### src/design/assert_macros.svh
// Assertion macros shared by the noise channel RTL.
// No dependencies; included by files that carry concurrent assertions.
`ifndef ASSERT_MACROS_SVH
`define ASSERT_MACROS_SVH

// Antecedent implies consequent in the same cycle.
`define ASSERT_IMPLIES(label, clk, rst_n, ante, cons) \
    label: assert property (@(posedge clk) disable iff (!rst_n) (ante) |-> (cons)) \
        else $error("assertion failed");

// Antecedent implies consequent in the next cycle.
`define ASSERT_NEXT(label, clk, rst_n, ante, cons) \
    label: assert property (@(posedge clk) disable iff (!rst_n) (ante) |=> (cons)) \
        else $error("assertion failed");

`endif

### src/design/ncle_pkg.sv
// Constants, command codes and register indexes for the noise channel.
// No dependencies.
package ncle_pkg;

    localparam int CMD_W   = 3;
    localparam int LFSR_W  = 15;
    localparam int LEN_W   = 7;
    localparam int VOL_W   = 4;
    localparam int TIMER_W = 4;
    localparam int RELOAD_W = 22;
    localparam int CFG_IDX_W = 3;
    localparam int CFG_DATA_W = 4;

    localparam logic [CMD_W-1:0] CMD_TRIGGER   = 3'd0;
    localparam logic [CMD_W-1:0] CMD_LEN_CLK   = 3'd1;
    localparam logic [CMD_W-1:0] CMD_ENV_CLK   = 3'd2;
    localparam logic [CMD_W-1:0] CMD_LFSR_STEP = 3'd3;
    localparam logic [CMD_W-1:0] CMD_LEN_LOAD  = 3'd4;

    localparam logic [CFG_IDX_W-1:0] REG_START_VOLUME = 3'd0;
    localparam logic [CFG_IDX_W-1:0] REG_ENV_INCREASE = 3'd1;
    localparam logic [CFG_IDX_W-1:0] REG_ENV_PERIOD   = 3'd2;
    localparam logic [CFG_IDX_W-1:0] REG_DIVISOR_CODE = 3'd3;
    localparam logic [CFG_IDX_W-1:0] REG_CLOCK_SHIFT  = 3'd4;
    localparam logic [CFG_IDX_W-1:0] REG_SHORT_MODE   = 3'd5;
    localparam logic [CFG_IDX_W-1:0] REG_LENGTH_ON    = 3'd6;

    localparam logic [LFSR_W-1:0]  LFSR_ALL_ONES = 15'h7FFF;
    localparam logic [LEN_W-1:0]   LENGTH_FULL   = 7'd64;
    localparam logic [VOL_W-1:0]   VOLUME_MAX    = 4'd15;
    localparam logic [TIMER_W-1:0] ENV_PERIOD_ZERO_TICKS = 4'd8;
    localparam logic [TIMER_W-1:0] ENV_TIMER_MAX = 4'd9;

    // Noise divisor table
    function automatic logic [6:0] divisor_lookup(input logic [2:0] code);
        logic [6:0] d;
        unique case (code)
            3'd0: d = 7'd8;
            3'd1: d = 7'd16;
            3'd2: d = 7'd32;
            3'd3: d = 7'd48;
            3'd4: d = 7'd64;
            3'd5: d = 7'd80;
            3'd6: d = 7'd96;
            default: d = 7'd112;
        endcase
        return d;
    endfunction

endpackage

### src/design/noise_channel_lfsr_envelope.sv
// Noise channel top level: command register, state update and result register.
// Depends on ncle_pkg and assert_macros.svh.
//
// Usage:
//  - Input channel (in_valid/in_stall) carries one command word per cycle while
//    in_stall is low: trigger, length/envelope clock, LFSR step, length load.
//  - Output channel (out_valid/out_stall) returns one result word per command:
//    sample, channel_on and, on a trigger, timer_reload (zero otherwise).
//  - Config port (cfg_valid/cfg_ready, cfg_index, cfg_data) writes the seven
//    channel registers; cfg_ready is always high. Write only while idle.
//  - The command word is held in the command register, then the state update
//    loads the result register, which drives out_valid and the result word.
//  - Throughput is one command per cycle while out_stall holds no result; the
//    channel state registers are updated in the same cycle the result register
//    loads, so back-to-back commands see each other's effects.
//  - When out_stall holds a result, the command register still takes one more
//    word; in_stall rises only once both stages are full.
//  - Reset clears all channel state, config registers and valid flags.

`include "assert_macros.svh"

module noise_channel_lfsr_envelope
    import ncle_pkg::*;
(
    input  logic                  clk,
    input  logic                  rst_n,
    input  logic                  in_valid,
    output logic                  in_stall,
    input  logic [CMD_W-1:0]      cmd,
    input  logic                  next_skips_length,
    input  logic                  next_clocks_envelope,
    input  logic [LEN_W-1:0]      length_value,
    output logic                  out_valid,
    input  logic                  out_stall,
    output logic [VOL_W-1:0]      sample,
    output logic                  channel_on,
    output logic [RELOAD_W-1:0]   timer_reload,
    input  logic                  cfg_valid,
    output logic                  cfg_ready,
    input  logic [CFG_IDX_W-1:0]  cfg_index,
    input  logic [CFG_DATA_W-1:0] cfg_data
);

    // configuration registers
    logic [3:0] start_volume_reg;
    logic       env_increase_reg;
    logic [2:0] env_period_reg;
    logic [2:0] divisor_code_reg;
    logic [3:0] clock_shift_reg;
    logic       short_mode_reg;
    logic       length_on_reg;

    // command register
    logic             s1_valid_reg, s1_valid_next;
    logic [CMD_W-1:0] s1_cmd_reg;
    logic             s1_skips_reg;
    logic             s1_clocks_env_reg;
    logic [LEN_W-1:0] s1_len_reg;

    // channel state
    logic [LFSR_W-1:0]  noise_shift_reg, noise_shift_next;
    logic               enabled_reg, enabled_next;
    logic [LEN_W-1:0]   length_left_reg, length_left_next;
    logic [VOL_W-1:0]   volume_reg, volume_next;
    logic [TIMER_W-1:0] env_timer_reg, env_timer_next;
    logic               env_stopped_reg, env_stopped_next;

    // result register
    logic                out_valid_reg, out_valid_next;
    logic [VOL_W-1:0]    sample_reg, sample_next;
    logic                channel_on_reg;
    logic [RELOAD_W-1:0] reload_reg, reload_next;

    logic               in_fire;
    logic               s1_adv;
    logic               s1_fire;
    logic [TIMER_W-1:0] period_ticks;
    logic               fb;
    logic [LFSR_W-1:0]  shifted;

    assign cfg_ready = 1'b1;

    assign s1_adv   = !out_valid_reg || !out_stall;
    assign s1_fire  = s1_valid_reg && s1_adv;
    assign in_stall = s1_valid_reg && !s1_adv;
    assign in_fire  = in_valid && !in_stall;

    always_comb
    begin
        if (in_fire)
            s1_valid_next = 1'b1;
        else if (s1_adv)
            s1_valid_next = 1'b0;
        else
            s1_valid_next = s1_valid_reg;
    end

    always_ff @(posedge clk or negedge rst_n)
    begin
        if (!rst_n)
        begin
            start_volume_reg <= '0;
            env_increase_reg <= 1'b0;
            env_period_reg   <= '0;
            divisor_code_reg <= '0;
            clock_shift_reg  <= '0;
            short_mode_reg   <= 1'b0;
            length_on_reg    <= 1'b0;
        end
        else if (cfg_valid && cfg_ready)
        begin
            unique case (cfg_index)
                REG_START_VOLUME: start_volume_reg <= cfg_data;
                REG_ENV_INCREASE: env_increase_reg <= cfg_data[0];
                REG_ENV_PERIOD:   env_period_reg   <= cfg_data[2:0];
                REG_DIVISOR_CODE: divisor_code_reg <= cfg_data[2:0];
                REG_CLOCK_SHIFT:  clock_shift_reg  <= cfg_data;
                REG_SHORT_MODE:   short_mode_reg   <= cfg_data[0];
                REG_LENGTH_ON:    length_on_reg    <= cfg_data[0];
                default:          ;
            endcase
        end
    end

    always_ff @(posedge clk or negedge rst_n)
    begin
        if (!rst_n)
            s1_valid_reg <= 1'b0;
        else
            s1_valid_reg <= s1_valid_next;
    end

    always_ff @(posedge clk)
    begin
        if (in_fire)
        begin
            s1_cmd_reg        <= cmd;
            s1_skips_reg      <= next_skips_length;
            s1_clocks_env_reg <= next_clocks_envelope;
            s1_len_reg        <= length_value;
        end
    end

    assign period_ticks = (env_period_reg == 3'd0) ? ENV_PERIOD_ZERO_TICKS
                                                   : {1'b0, env_period_reg};
    assign fb      = noise_shift_reg[0] ^ noise_shift_reg[1];
    assign shifted = {fb, noise_shift_reg[LFSR_W-1:1]};

    always_comb
    begin
        noise_shift_next = noise_shift_reg;
        enabled_next     = enabled_reg;
        length_left_next = length_left_reg;
        volume_next      = volume_reg;
        env_timer_next   = env_timer_reg;
        env_stopped_next = env_stopped_reg;
        reload_next      = '0;

        unique case (s1_cmd_reg)
            CMD_TRIGGER:
            begin
                enabled_next = !(start_volume_reg == 4'd0 && !env_increase_reg);
                if (length_left_reg == '0)
                    length_left_next = (length_on_reg && s1_skips_reg)
                                     ? LENGTH_FULL - 7'd1 : LENGTH_FULL;
                env_stopped_next = 1'b0;
                env_timer_next   = period_ticks + {3'd0, s1_clocks_env_reg};
                volume_next      = start_volume_reg;
                noise_shift_next = LFSR_ALL_ONES;
                reload_next      = {15'd0, divisor_lookup(divisor_code_reg)}
                                   << clock_shift_reg;
            end
            CMD_LEN_CLK:
            begin
                if (length_on_reg && length_left_reg != '0)
                begin
                    length_left_next = length_left_reg - 7'd1;
                    if (length_left_reg == 7'd1)
                        enabled_next = 1'b0;
                end
            end
            CMD_ENV_CLK:
            begin
                if (!env_stopped_reg)
                begin
                    if (env_timer_reg <= 4'd1)
                    begin
                        env_timer_next = period_ticks;
                        if (env_period_reg != 3'd0)
                        begin
                            if (env_increase_reg)
                            begin
                                if (volume_reg < VOLUME_MAX)
                                    volume_next = volume_reg + 4'd1;
                                else
                                    env_stopped_next = 1'b1;
                            end
                            else
                            begin
                                if (volume_reg != '0)
                                    volume_next = volume_reg - 4'd1;
                                else
                                    env_stopped_next = 1'b1;
                            end
                        end
                    end
                    else
                        env_timer_next = env_timer_reg - 4'd1;
                end
            end
            CMD_LFSR_STEP:
            begin
                noise_shift_next = shifted;
                if (short_mode_reg)
                    noise_shift_next[6] = fb;
            end
            CMD_LEN_LOAD:
            begin
                length_left_next = (s1_len_reg > LENGTH_FULL) ? LENGTH_FULL : s1_len_reg;
            end
            default: ;
        endcase

        sample_next = (!noise_shift_next[0] && enabled_next) ? volume_next : '0;
    end

    always_comb
    begin
        if (s1_adv)
            out_valid_next = s1_valid_reg;
        else
            out_valid_next = out_valid_reg;
    end

    always_ff @(posedge clk or negedge rst_n)
    begin
        if (!rst_n)
        begin
            noise_shift_reg <= '0;
            enabled_reg     <= 1'b0;
            length_left_reg <= '0;
            volume_reg      <= '0;
            env_timer_reg   <= '0;
            env_stopped_reg <= 1'b0;
            out_valid_reg   <= 1'b0;
        end
        else
        begin
            out_valid_reg <= out_valid_next;
            if (s1_fire)
            begin
                noise_shift_reg <= noise_shift_next;
                enabled_reg     <= enabled_next;
                length_left_reg <= length_left_next;
                volume_reg      <= volume_next;
                env_timer_reg   <= env_timer_next;
                env_stopped_reg <= env_stopped_next;
            end
        end
    end

    always_ff @(posedge clk)
    begin
        if (s1_fire)
        begin
            sample_reg     <= sample_next;
            channel_on_reg <= enabled_next;
            reload_reg     <= reload_next;
        end
    end

    assign out_valid    = out_valid_reg;
    assign sample       = sample_reg;
    assign channel_on   = channel_on_reg;
    assign timer_reload = reload_reg;

    `ASSERT_IMPLIES(a_sample_needs_on, clk, rst_n,
        out_valid_reg && sample_reg != '0, channel_on_reg)
    `ASSERT_IMPLIES(a_length_in_range, clk, rst_n, 1'b1, length_left_reg <= LENGTH_FULL)
    `ASSERT_IMPLIES(a_env_timer_range, clk, rst_n, 1'b1, env_timer_reg <= ENV_TIMER_MAX)
    `ASSERT_NEXT(a_trigger_seeds_lfsr, clk, rst_n,
        s1_fire && s1_cmd_reg == CMD_TRIGGER, noise_shift_reg == LFSR_ALL_ONES)

endmodule

### config.mk
export PLATFORM = sky130hd
export DESIGN_NAME = noise_channel_lfsr_envelope
export DESIGN_NICKNAME = d
export VERILOG_FILES = /design/src/design/ncle_pkg.sv /design/src/design/noise_channel_lfsr_envelope.sv
export VERILOG_INCLUDE_DIRS = /design/src /design/src/design
export SDC_FILE = /design/constraint.sdc
export NUM_CORES = 1
export LEC_CHECK = 0
export ABC_CLOCK_PERIOD_IN_PS = 2000
export BUFFER_PORTS_ARGS = -buffer_cell sky130_fd_sc_hd__buf_2
export CAP_MARGIN = 10
export CORE_UTILIZATION = 52
export DETAILED_ROUTE_END_ITERATION = 6
export MAX_ROUTING_LAYER = met4
export PLACE_DENSITY = 0.74
export SLEW_MARGIN = 5
export SYNTH_ARGS = -nofsm -noshare
export SYNTH_HDL_FRONTEND = slang
export SYNTH_SLANG_ARGS = --single-unit
### constraint.sdc
create_clock -name clk -period 2 [get_ports clk]
set_input_delay 0.3 -clock clk [delete_from_list [all_inputs] [get_ports clk]]
set_output_delay 0.3 -clock clk [all_outputs]
set_load 0.01 [all_outputs]
==> out/metrics.yaml <==
dieHeight_um: 93.88
worst-path-buf-inv: 0
drt_iter0_drc: 171
vias: 3433
wl_per_cell_um: 14.80
p_leak_uw: 0.002171
num_antenna_cells: 0
hpwlAfterDp_mm: 6.187
fin_tns_setup_ns: 0
grt_pass1_vias: 3144
avgSynthCellArea_um2: 10.48
hold_path.class: "primary input to register"
setup_violations: 0
fin_crit_sh_pct: 98.76
cts_buffers: 9
irDropWorstVdd_mv: 0.6282
postRouteAntennaNets: 0
cts.reportedPaths.clkPinSlew_ns: 0.09
syn_inst: 419
r2r_slack_ns: 0.02
drt_wl_total_mm: 8.951
rsz0062_at_grt: "yes"
cts_num_sinks: 87
powerDensity_nw_per_um2: 1092
syn_to_final_growth_pct: 19.73
yosysMostFrequentCell: "dfrtp_1"
worstMarginPinSlew_ns: 0.5671
n_fill_cell: 677
syn_area_um2: 4389
root_buffer: "clkbuf_8"
io_buffers: 49
cp_cell_sequence: "or4b_1, or4_4, o31a_1, a21boi_1"
path_class: "register to register"
regArea_um2: 2357
htreeDepth: 3
yosys_most_used_dff: "dfrtp_1"
worstHoldEndpoint: "s1_len_reg[5]"
maxSlewHeadroom_pct: 61.90
grt_max_degree: 52
hold_viol_final: 0
min_from: "length_value[5]"
die_area_um2: 8813
synth_common_cells: "dfrtp_1, nor2_1, edfxtp_1, a21oi_1, nand2_1"
gp_congestion: 0.8467
viasPerCell: 5.674
ys_seq_elements: 87
insertion_delay_ns: 0.36
overflow: 0
drc: 0
rr_startpoint: "s1_cmd_reg[2]"
fin_crit_ns: 1.975
cp.required_ns: 2.21
place_area_um2: 4936
yosys.area.top_type_share_pct: 29.08
multi_input_area_um2: 1922
r2r_cells: 4
power_uw: 5740
async_flop_share_pct: 58.62
fp-row-count: 33
cts_tree: "done"
synth_seq_area_share_pct: 53.71
slowest_delay_ns: 0.51
yosysWarnings: 0
cp-start-kind: "register"
r2r-end: "sample[0]"
cts_max_path_buffers: 2
cp_top_family: "simple AND/OR/NAND/NOR gates"
skew_ns: 0.009780
cp-end-kind: "register"
grt_pass1_wl_mm: 14.73
max_freq_ghz: 0.5063
synth.area.top_cells: "dfrtp_1, edfxtp_1, mux2_2, nor2_1, a21oi_1"
worstPathArrival_ns: 2.19
core_um2: 8175
maxCapViolCount: 0
final_area_um2: 5255
hold_depth: 1
drive_gt1_share_pct: 27.20
slew_viol_final: 0
antenna_found_initial: 0
io_pins: 54
dr.pass1.iters: 5
timing.hold.ws_ns: 0.1078
grt_usage_pct: 22.34
cp_max_fo: 4
status: "finished clean"
synth-edff-count: 36
synth_cell_types: 57
finalNetCount: 528
cp_slowest_cell: "or4b_1"
yosysTopAreaCell: "dfrtp_1"
die_w_um: 93.88
largest_reg_flops: 19
initial_utilization_pct: 53.69
area by class of cell:
type,instances,share of cell area [%]
Clock buffer,9,2.357
Clock inverter,7,2.190
Inverter,15,1.143
Multi-Input combinational cell,295,36.57
Sequential cell,87,44.86
Tap cell,105,2.500
Timing Repair Buffer,87,10.38
cells by family (layout without fill, tap and decap cells):
kind of cell | count (synthesis) | count (layout) | synth area share, %
other | 2 | 4 | 0.1711
AO/OA/AOI/OAI | 105 | 106 | 15.56
AND/OR/NAND/NOR | 149 | 149 | 17.30
flip-flops | 87 | 87 | 53.71
multiplexers | 24 | 24 | 5.986
adder cells (fa/ha/maj) | 9 | 9 | 2.566
XOR/XNOR | 3 | 3 | 0.5987
buffers and inverters | 40 | 118 | 4.105
worst max-delay path by stage:
stage / start / to / slack, ns / cells past startpoint
after global routing: length_left_reg[3] / length_left_reg[2] / -0.12 / 5
after detailed placement: length_left_reg[3] / length_left_reg[5] / -0.01 / 5
after floorplan: s1_cmd_reg[0] / sample[0] / 0.03 / 5
after CTS: s1_cmd_reg[2] / sample[0] / 0.02 / 4
final: s1_cmd_reg[2] / sample[0] / 0.02 / 4
after global placement: length_left_reg[3] / length_left_reg[4] / 0.03 / 5
per-stage QoR:
step	setup WS [ns]	instances	utilization (%)
floorplan	0.03237	421	-
global placement	0.03206	586	60.38
detailed placement	-0.01109	586	60.38
CTS	0.01940	603	63.65
global route	-0.1163	605	64.28
finish	0.02480	605	64.28
layer usage:
layer / vias up / track usage, % / share of wire [%]
met2: 95 / 35.71 / 48
li1: 1687 / - / -
met3: 14 / 3.398 / 4.9
met1: 1637 / 28.46 / 46
met4: 0 / 9.487 / 1.7
met5: - / - / 0
power breakdown:
part / switching (µW) / leakage [µW] / total (µW) / internal, µW
Combinational: 936 / 0.00112 / 1770 / 839
Clock: 697 / 0.000117 / 1430 / 735
Sequential: 332 / 0.000930 / 2530 / 2200
layout by cell type, fill, tap and decap left out, types with 3 or more instances in the layout:
master	count
dfrtp_1	51
buf_2	49
nor2_1	42
edfxtp_1	36
buf_4	36
a21oi_1	31
nand2_1	30
o21ai_0	22
nor3_1	18
mux2_2	18
inv_1	14
o22a_1	13
nand3_1	10
nor3b_1	9
clkbuf_8	9
a31oi_1	8
ha_1	8
nor2b_1	7
mux2i_1	6
nor4_1	5
or3_1	4
conb_1	4
nand2b_1	3
nand4b_1	3
o21ai_1	3
or2_2	3
o31a_1	3
a21o_1	3
o211ai_1	3
repair_timing:
action / 4_1_cts / 5_1_grt
hold endpoints to repair: 51 / 0
resized for setup: 3 / 6
setup buffers: 0 / 1
setup endpoints to repair: 5 / 10
hold buffers: 1 / 0
pin swaps: 0 / 2
gates cloned: 0 / 1
(Power assumes the default switching activity.)
